[config.mk]
export PLATFORM = sky130hd
export DESIGN_NAME = modbus_rtu_master_transaction_top
export DESIGN_NICKNAME = d
export VERILOG_FILES = /design/src/rtl/core/mrm_pkg.sv /design/src/rtl/core/mrm_frame_tx.sv /design/src/rtl/core/modbus_rtu_master_transaction_top.sv
export VERILOG_INCLUDE_DIRS = /design/src /design/src/rtl/core
export SDC_FILE = /design/constraint.sdc
export NUM_CORES = 2
export LEC_CHECK = 0
export ABC_AREA = 1
export BUFFER_PORTS_ARGS = -buffer_cell sky130_fd_sc_hd__buf_4
export CORE_MARGIN = 10
export CORE_UTILIZATION = 40
export CTS_BUF_LIST = sky130_fd_sc_hd__clkbuf_4 sky130_fd_sc_hd__clkbuf_8
export CTS_CLUSTER_SIZE = 20
export DETAILED_ROUTE_END_ITERATION = 16
export PLACE_DENSITY_LB_ADDON = 0.1
export REMOVE_ABC_BUFFERS = 1
export SETUP_SLACK_MARGIN = 0.3
export SYNTH_ARGS = -nofsm -noshare
export SYNTH_HDL_FRONTEND = slang
export SYNTH_HIERARCHICAL = 1
export SYNTH_SLANG_ARGS = --single-unit
export TNS_END_PERCENT = 1
[constraint.sdc]
create_clock -name clk -period 6.53 [get_ports clk]
set_input_delay 1.6325 -clock clk [delete_from_list [all_inputs] [get_ports clk]]
set_output_delay 1.6325 -clock clk [all_outputs]
set_load 0.05 [all_outputs]
[src/rtl/core/modbus_rtu_master_transaction_top_assert.svh]
// Assertion macros for the Modbus RTU master block.
`ifndef MODBUS_RTU_MASTER_TRANSACTION_TOP_ASSERT_SVH
`define MODBUS_RTU_MASTER_TRANSACTION_TOP_ASSERT_SVH
`ifndef SYNTHESIS
`define MRM_ASSERT_IMPL(label, a, c) \
  label: assert property (@(posedge clk) disable iff (rst) (a) |-> (c)) \
    else $error("assertion failed");
`define MRM_ASSERT_NEXT(label, a, c) \
  label: assert property (@(posedge clk) disable iff (rst) (a) |=> (c)) \
    else $error("assertion failed");
`else
`define MRM_ASSERT_IMPL(label, a, c)
`define MRM_ASSERT_NEXT(label, a, c)
`endif
`endif

[src/rtl/core/mrm_pkg.sv]
`default_nettype none
package mrm_pkg;
  localparam int MaxRegs = 125;
  localparam logic [2:0] CMD_READ = 3'd0;
  localparam logic [2:0] CMD_WRITE = 3'd1;
  localparam logic [2:0] CMD_RX = 3'd2;
  localparam logic [2:0] CMD_TICK = 3'd3;
  localparam logic [2:0] CMD_FETCH = 3'd4;
  localparam logic [1:0] KIND_TX = 2'd0;
  localparam logic [1:0] KIND_STATUS = 2'd1;
  localparam logic [1:0] KIND_WORD = 2'd2;
  localparam logic [2:0] ST_OK = 3'd0;
  localparam logic [2:0] ST_ARG = 3'd1;
  localparam logic [2:0] ST_TIMEOUT = 3'd2;
  localparam logic [2:0] ST_INVALID = 3'd3;
  localparam logic [2:0] ST_CRC = 3'd4;
  localparam logic [2:0] ST_BUSY = 3'd5;
  localparam logic [7:0] FN_READ = 8'h03;
  localparam logic [7:0] FN_WRITE = 8'h06;
  localparam logic [7:0] FN_EXC = 8'h83;
  localparam logic [7:0] MaxSlave = 8'd247;

  typedef struct packed {
    logic [2:0]  cmd;
    logic [7:0]  slave;
    logic [15:0] reg_address;
    logic [15:0] reg_count;
    logic [15:0] write_value;
    logic [7:0]  rx_byte;
    logic [6:0]  fetch_index;
  } in_word_t;

  typedef struct packed {
    logic [1:0]  kind;
    logic [15:0] data;
    logic [2:0]  status;
    logic        last;
  } out_word_t;

  function automatic logic [15:0] crc_byte(input logic [15:0] crc, input logic [7:0] b);
    logic [15:0] c;
    c = crc ^ {8'h00, b};
    for (int k = 0; k < 8; k++) begin
      c = c[0] ? ((c >> 1) ^ 16'hA001) : (c >> 1);
    end
    return c;
  endfunction
endpackage
`default_nettype wire

[src/rtl/core/mrm_frame_tx.sv]
`default_nettype none
module mrm_frame_tx (
  input  wire logic                clk,
  input  wire logic                rst,
  input  wire logic                start,
  input  wire logic [7:0]          b [6],
  output logic                     busy,
  output mrm_pkg::out_word_t       out_word,
  output logic                     out_valid,
  input  wire logic                out_ready
);
  logic [7:0] frame [6];
  logic [15:0] crc;
  logic [2:0] pos;
  logic [7:0] cur;

  assign busy = out_valid;
  assign cur = (pos < 3'd6) ? frame[pos] : (pos == 3'd6 ? crc[7:0] : crc[15:8]);
  assign out_word = '{kind: mrm_pkg::KIND_TX, data: {8'h00, cur},
                      status: mrm_pkg::ST_OK, last: (pos == 3'd7)};

  always_ff @(posedge clk) begin
    if (rst) begin
      out_valid <= 1'b0;
      pos <= 3'd0;
    end else if (start) begin
      frame <= b;
      crc <= 16'hFFFF;
      pos <= 3'd0;
      out_valid <= 1'b1;
    end else if (out_valid && out_ready) begin
      if (pos < 3'd6) begin
        crc <= mrm_pkg::crc_byte(crc, cur);
      end
      if (pos == 3'd7) begin
        out_valid <= 1'b0;
      end
      pos <= pos + 3'd1;
    end
  end
endmodule
`default_nettype wire

[src/rtl/core/modbus_rtu_master_transaction_top.sv]
// A request, fetch or status answer appears in the cycle after acceptance.
// Output: one word per cycle while out_ready is high; a request streams eight bytes
// from the frame transmitter, and the input waits until the last byte has left.
// A fetch reads the word memory through a registered read (mem_q).
// Reset: synchronous, active high; clears the phase and counters, timeout_ticks to 500.
`default_nettype none
module modbus_rtu_master_transaction_top (
  input  wire logic               clk,
  input  wire logic               rst,
  input  wire logic               in_valid,
  output logic                    in_ready,
  input  wire mrm_pkg::in_word_t  in_word,
  output logic                    out_valid,
  input  wire logic               out_ready,
  output mrm_pkg::out_word_t      out_word,
  input  wire logic               cfg_valid,
  output logic                    cfg_ready,
  input  wire logic [15:0]        cfg_data
);
  typedef enum logic [1:0] {PH_IDLE, PH_READ, PH_WRITE, PH_WRITE_BAD} phase_t;

  logic [15:0] mem [mrm_pkg::MaxRegs];
  logic [15:0] mem_q;
  logic [15:0] timeout_ticks;
  phase_t phase;
  logic [7:0] exp_slave;
  logic [6:0] exp_words;
  logic [7:0] sent [6];
  logic [15:0] crc;
  logic [7:0] pos;
  logic [7:0] hi;
  logic [15:0] ticks;

  logic r_valid;
  mrm_pkg::out_word_t r_word;
  logic r_is_fetch;
  logic r_fetch_zero;

  logic tx_busy, tx_valid, tx_start;
  mrm_pkg::out_word_t tx_word;
  logic [7:0] tx_b [6];

  logic acc;
  logic [7:0] b;
  logic [8:0] nbytes;
  logic [15:0] crc_n;
  logic [15:0] rx_crc;
  logic req, bad_arg, st_fire;
  logic [2:0] st_code;
  logic wr_en;
  logic [6:0] wr_idx;
  logic [8:0] d;
  logic [15:0] ticks_inc;

  assign cfg_ready = 1'b1;
  assign in_ready = !tx_busy && !(r_valid && !out_ready);
  assign acc = in_valid && in_ready;
  assign b = in_word.rx_byte;
  assign nbytes = {1'b0, exp_words, 1'b0};
  assign crc_n = mrm_pkg::crc_byte(crc, b);
  assign rx_crc = {b, hi};
  assign d = {1'b0, pos} - 9'd3;
  assign ticks_inc = (ticks != 16'hFFFF) ? ticks + 16'd1 : ticks;
  assign req = in_word.cmd == mrm_pkg::CMD_READ || in_word.cmd == mrm_pkg::CMD_WRITE;
  assign bad_arg = in_word.slave == 8'd0 || in_word.slave > mrm_pkg::MaxSlave ||
                   (in_word.cmd == mrm_pkg::CMD_READ && (in_word.reg_count == 16'd0 ||
                    in_word.reg_count > 16'(mrm_pkg::MaxRegs)));
  assign tx_start = acc && req && phase == PH_IDLE && !bad_arg;

  always_comb begin
    tx_b[0] = in_word.slave;
    tx_b[1] = (in_word.cmd == mrm_pkg::CMD_READ) ? mrm_pkg::FN_READ : mrm_pkg::FN_WRITE;
    tx_b[2] = in_word.reg_address[15:8];
    tx_b[3] = in_word.reg_address[7:0];
    tx_b[4] = (in_word.cmd == mrm_pkg::CMD_READ) ? in_word.reg_count[15:8]
                                                 : in_word.write_value[15:8];
    tx_b[5] = (in_word.cmd == mrm_pkg::CMD_READ) ? in_word.reg_count[7:0]
                                                 : in_word.write_value[7:0];
  end

  always_comb begin
    st_fire = 1'b0;
    st_code = mrm_pkg::ST_OK;
    wr_en = 1'b0;
    wr_idx = d[7:1];
    if (acc) begin
      case (in_word.cmd)
        mrm_pkg::CMD_READ, mrm_pkg::CMD_WRITE: begin
          if (phase != PH_IDLE) begin
            st_fire = 1'b1;
            st_code = mrm_pkg::ST_BUSY;
          end else if (bad_arg) begin
            st_fire = 1'b1;
            st_code = mrm_pkg::ST_ARG;
          end
        end
        mrm_pkg::CMD_RX: begin
          if (phase == PH_READ) begin
            if ((pos == 8'd0 && b != exp_slave) ||
                (pos == 8'd1 && (b == mrm_pkg::FN_EXC || b != mrm_pkg::FN_READ)) ||
                (pos == 8'd2 && {1'b0, b} != nbytes)) begin
              st_fire = 1'b1;
              st_code = mrm_pkg::ST_INVALID;
            end else if ({1'b0, pos} < 9'd3 + nbytes) begin
              wr_en = pos >= 8'd3 && d[0];
            end else if ({1'b0, pos} != 9'd3 + nbytes) begin
              st_fire = 1'b1;
              st_code = (rx_crc != crc) ? mrm_pkg::ST_CRC : mrm_pkg::ST_OK;
            end
          end else if (phase != PH_IDLE) begin
            if ((pos[2:0] == 3'd0 && b != exp_slave) ||
                (pos[2:0] == 3'd1 && b != mrm_pkg::FN_WRITE)) begin
              st_fire = 1'b1;
              st_code = mrm_pkg::ST_INVALID;
            end else if (pos[2:0] == 3'd7) begin
              st_fire = 1'b1;
              st_code = (rx_crc != crc) ? mrm_pkg::ST_CRC :
                        (phase == PH_WRITE_BAD ? mrm_pkg::ST_INVALID : mrm_pkg::ST_OK);
            end
          end
        end
        mrm_pkg::CMD_TICK: begin
          if (phase != PH_IDLE && ticks_inc >= timeout_ticks) begin
            st_fire = 1'b1;
            st_code = mrm_pkg::ST_TIMEOUT;
          end
        end
        default: begin
        end
      endcase
    end
  end

  always_ff @(posedge clk) begin
    if (wr_en) begin
      mem[wr_idx] <= {hi, b};
    end
    if (acc && in_word.cmd == mrm_pkg::CMD_FETCH &&
        in_word.fetch_index < 7'(mrm_pkg::MaxRegs)) begin
      mem_q <= mem[in_word.fetch_index];
    end
  end

  always_ff @(posedge clk) begin
    if (rst) begin
      timeout_ticks <= 16'd500;
      phase <= PH_IDLE;
      exp_slave <= 8'd0;
      exp_words <= 7'd0;
      crc <= 16'hFFFF;
      pos <= 8'd0;
      hi <= 8'd0;
      ticks <= 16'd0;
      r_valid <= 1'b0;
    end else begin
      if (cfg_valid) begin
        timeout_ticks <= cfg_data;
      end
      if (r_valid && out_ready) begin
        r_valid <= 1'b0;
      end
      if (st_fire || (acc && in_word.cmd == mrm_pkg::CMD_FETCH)) begin
        r_valid <= 1'b1;
        r_is_fetch <= !st_fire;
        r_fetch_zero <= in_word.fetch_index >= 7'(mrm_pkg::MaxRegs);
        r_word <= '{kind: mrm_pkg::KIND_STATUS, data: 16'd0, status: st_code, last: 1'b1};
      end
      if (st_fire && !req) begin
        phase <= PH_IDLE;
      end else if (tx_start) begin
        sent <= tx_b;
        exp_slave <= in_word.slave;
        exp_words <= (in_word.cmd == mrm_pkg::CMD_READ) ? in_word.reg_count[6:0] : 7'd0;
        phase <= (in_word.cmd == mrm_pkg::CMD_READ) ? PH_READ : PH_WRITE;
        crc <= 16'hFFFF;
        pos <= 8'd0;
        hi <= 8'd0;
        ticks <= 16'd0;
      end else if (acc && phase != PH_IDLE) begin
        if (in_word.cmd == mrm_pkg::CMD_TICK) begin
          ticks <= ticks_inc;
        end else if (in_word.cmd == mrm_pkg::CMD_RX) begin
          ticks <= 16'd0;
          if (phase == PH_READ) begin
            if ({1'b0, pos} < 9'd3 + nbytes) begin
              crc <= crc_n;
              if (pos >= 8'd3 && !d[0]) begin
                hi <= b;
              end
            end else begin
              hi <= b;
            end
            pos <= pos + 8'd1;
          end else begin
            if (pos[2:0] < 3'd6) begin
              crc <= crc_n;
              if (b != sent[pos[2:0]]) begin
                phase <= PH_WRITE_BAD;
              end
              pos <= {5'd0, pos[2:0]} + 8'd1;
            end else begin
              hi <= b;
              pos <= 8'd7;
            end
          end
        end
      end
    end
  end

  mrm_frame_tx u_tx (
    .clk(clk), .rst(rst), .start(tx_start), .b(tx_b), .busy(tx_busy),
    .out_word(tx_word), .out_valid(tx_valid), .out_ready(out_ready)
  );

  always_comb begin
    out_valid = r_valid || tx_valid;
    out_word = tx_word;
    if (r_valid) begin
      out_word = r_word;
      if (r_is_fetch) begin
        out_word.kind = mrm_pkg::KIND_WORD;
        out_word.data = r_fetch_zero ? 16'd0 : mem_q;
        out_word.status = mrm_pkg::ST_OK;
      end
    end
  end

`include "modbus_rtu_master_transaction_top_assert.svh"
  `MRM_ASSERT_IMPL(a_no_overlap, r_valid, !tx_valid)
  `MRM_ASSERT_NEXT(a_start_busy, tx_start, tx_busy && phase != PH_IDLE)
  `MRM_ASSERT_IMPL(a_tx_blocks, tx_busy, !in_ready)
endmodule
`default_nettype wire

==> flow_metrics.env <==
export IMPL_status="completed"
export IMPL_tns_ps=0
export IMPL_vias_per_cell=5.575
export IMPL_drt_iter0_drc=7858
export IMPL_die_y_um=497.5
export IMPL_p_comb_share_pct=7.6
export IMPL_grt_pass1_vias=61600
export IMPL_maxSlewViolCount=0
export IMPL_port_buffers=118
export IMPL_synth_cell_types=53
export IMPL_hpwl_um=190700
export IMPL_regArea_sq_um=65620
export IMPL_dr_total_vias=63330
export IMPL_p_sw_share_pct=24.65
export IMPL_rsz0062_at_grt="false"
export IMPL_clockBufferDepth=4
export IMPL_clkPwrFrac_pct=41.6
export IMPL_placed_cells=10680
export IMPL_cpPeakStageDelay_ps=760
export IMPL_numCtsBuffers=395
export IMPL_clock_skew_ps=89.24
export IMPL_r2r_slack_ps=2200
export IMPL_area_growth_pct=14.02
export IMPL_fmax_ghz=0.1923
export IMPL_num_fill_cells=20780
export IMPL_p_int_mw=23.13
export IMPL_io_pins=120
export IMPL_drc=0
export IMPL_async_reset_ff_share_pct=0
export IMPL_hold_violations=0
export IMPL_crit_fanout=13
export IMPL_synthCells=7716
export IMPL_required_ps=4900
export IMPL_r2r_start="ticks[0]"
export IMPL_syn_avg_cell_area_sq_um=11.82
export IMPL_ys_ff_latch=2213
export IMPL_finalCritPeriodShare_pct=79.62
export IMPL_finalPower_mw=30.70
export IMPL_cts_tree="done"
export IMPL_tightest_slew_ps=1196
export IMPL_crit_arrival_ps=3570
export IMPL_routed_wl_um=313100
export IMPL_rows=175
export IMPL_drtPass1Iterations=5
export IMPL_maxCapViolCount=0
export IMPL_cp_startpoint="u_tx/pos[1]"
export IMPL_post_route_util_pct=45.80
export IMPL_crit_chain="ha_1 > inv_1 > nand2_1 > nand3_1 > nand2_1 > inv_1 > nand2_2 > nand2_1 > o21ai_0 > buf_4"
export IMPL_slew_headroom_pct=19.24
export IMPL_ys_seq_area_share_pct=71.92
export IMPL_post_route_cell_area_sq_um=104000
export IMPL_wl_met2_um=145500
export IMPL_ctsHoldBuffers=0
export IMPL_layout_commonest_cell="edfxtp_1"
export IMPL_h_tree_depth=5
export IMPL_crit_top_cell="nand2_1"
export IMPL_nNetsFinal=8198
export IMPL_grt_pass1_wl_um=443900
export IMPL_ctsResizeCount=0
export IMPL_track_usage_pct=24.29
export IMPL_critPathLaunchType="flip-flop"
export IMPL_top_layer_used="met5"
export IMPL_worst_path_max_delay_cell="dfxtp_1"
export IMPL_grt_max_degree=163
export IMPL_start_util_pct=40.17
export IMPL_worst_setup_path_end_kind="output port"
export IMPL_core_area_sq_um=227100
export IMPL_synthesis_area_sq_um=91210
export IMPL_layout_common_cells="edfxtp_1, nor2_1, o21ai_0"
export IMPL_die_area_sq_um=247500
export IMPL_synth_edff_count=2127
export IMPL_grt_overflow=0
export IMPL_reg2reg_to="sent[18]"
export IMPL_period_needed_ps=5199
export IMPL_netlist_area_leader_share_pct=70.03
export IMPL_postCtsSetupBuffers=0
export IMPL_grt_antenna_before_repair=15
export IMPL_die_x_um=497.5
export IMPL_power_density_nw_per_um2=295.2
export IMPL_synthTopCellsByArea="edfxtp_1, nor2_1, o21ai_0"
export IMPL_min_path_type="reg -> reg"
export IMPL_wl_per_cell_um=27.56
export IMPL_drive_above_1_share_pct=13.91
export IMPL_synth_main_ff_cell="edfxtp_1"
export IMPL_final_instance_count_excl_fill=11360
export IMPL_multi_input_area_sq_um=22630
export IMPL_reg2regPathDepth=17
export IMPL_met3_length_um=23820
export IMPL_crit_path_end="out_word[4]"
export IMPL_setup_worst_path_class="reg -> out"
export IMPL_ctsRootBufferMaster="clkbuf_8"
export IMPL_placed_cell_area_sq_um=96420
export IMPL_clkTransAtPathRegs_ps=60
export IMPL_switchingPower_mw=7.567
export IMPL_drt_met1_wl_um=135000
export IMPL_seqPwrFrac_pct=50.8
export IMPL_whs_path_depth=2
export IMPL_numClockSinks=2213
export IMPL_place_congestion=0.8640
export IMPL_yosysTopAreaCell="edfxtp_1"
export IMPL_synth_warning_count=6
export IMPL_ir_worst_vdd_mv=0.1693
export IMPL_setup_viol=0
export IMPL_clk_latency_ps=1110
export IMPL_p_leak_nw=35.73
export IMPL_ant_nets=0
[state kept, by name (all words and copies together), names as in the netlist]
signal	cells
crc	16
u_tx/busy	1
u_tx/crc	16
exp_slave	8
mem_q	16
u_tx/pos	3
phase	2
sent	42
timeout_ticks	16
exp_words	7
u_tx/frame	48
r_valid	1
pos	8
hi	8
ticks	16
r_fetch_zero	1
mem	2000
r_is_fetch	1
r_word	3
[critical path: cells and delay by family, from the launching register on]
family	cells	cell delay, ps
AOI/OAI and AO/OA	1	140
adders and majority gates	1	550
buffers and inverters	3	590
DFF	1	760
and+or+nand+nor	5	450
[final cells by class]
type | instances | area share [%]
repair buffers | 426 | 3.387
diodes | 6 | 0.01444
multi-input cells | 4808 | 21.76
clock buffers | 524 | 6.219
flip-flops and latches | 2213 | 63.10
clock inverters | 149 | 1.042
well taps | 3009 | 3.620
inverters | 226 | 0.8506
[power by group through the flow]
stage          clock network (mW)  registers (mW)  logic [mW]
6_report                     12.8            15.6        2.32
5_1_grt                      13.7            15.6        2.49
4_1_cts                      13.0            15.6        2.31
3_5_place_dp                    0            15.9        2.30
3_3_place_gp                    0            15.9        2.30
2_1_floorplan                   0            15.9        1.09
[cells by family after synthesis]
logic type / share of synthesized area [%]
AOI/OAI and AO/OA: 9.020
xor gates and xnor gates: 0.5282
adders and majority gates: 0.4527
buffers and inverters: 3.458
DFF: 71.92
other: 0.01235
and+or+nand+nor: 14.61
[stage by stage]
step	hold WS (ps)	worst slack [ps]
CTS	470.5	1185
floorplan	437.6	-3461
global placement	453.6	740.3
global route	483.7	1088
finish	466.2	1331
detailed placement	462.8	1257
[worst min path at each step]
stage / from / endpoint / slack [ps]
2_1_floorplan: timeout_ticks[15] / timeout_ticks[15] / 440
3_3_place_gp: timeout_ticks[1] / timeout_ticks[1] / 450
3_5_place_dp: timeout_ticks[1] / timeout_ticks[1] / 460
4_1_cts: timeout_ticks[1] / timeout_ticks[1] / 470
6_report: timeout_ticks[13] / timeout_ticks[13] / 470
5_1_grt: timeout_ticks[3] / timeout_ticks[3] / 480
[Yosys cell counts (3+ instances only)]
cell type	n
xnor2_1	27
nor3_2	3
ha_1	33
xor2_1	28
nor3_1	319
o21a_1	6
o2111ai_1	96
inv_1	191
nor4_1	42
o221ai_1	36
conb_1	3
nand2_2	54
nand3b_1	3
inv_2	28
nor2_1	1865
a211oi_1	9
o41ai_1	37
nand3_2	4
nand3_1	171
buf_2	185
o21ai_0	848
edfxtp_1	2127
buf_6	13
a21oi_1	237
buf_1	38
or2_2	9
o22ai_1	128
or2_0	3
nand4_1	53
nor2_4	6
clkbuf_1	214
nor2_2	8
o211ai_1	19
o21ai_1	37
buf_4	31
nand2_1	691
dfxtp_1	86
clkinv_1	5
clkbuf_2	3
[routing by layer]
metal  vias to the layer above  GRT usage, %
met2                      2677         38.75
met1                     31870         33.97
met4                        10         7.080
li1                      28330             -
met3                       454         4.423
met5                         -             0
(Power assumes the default switching activity.)
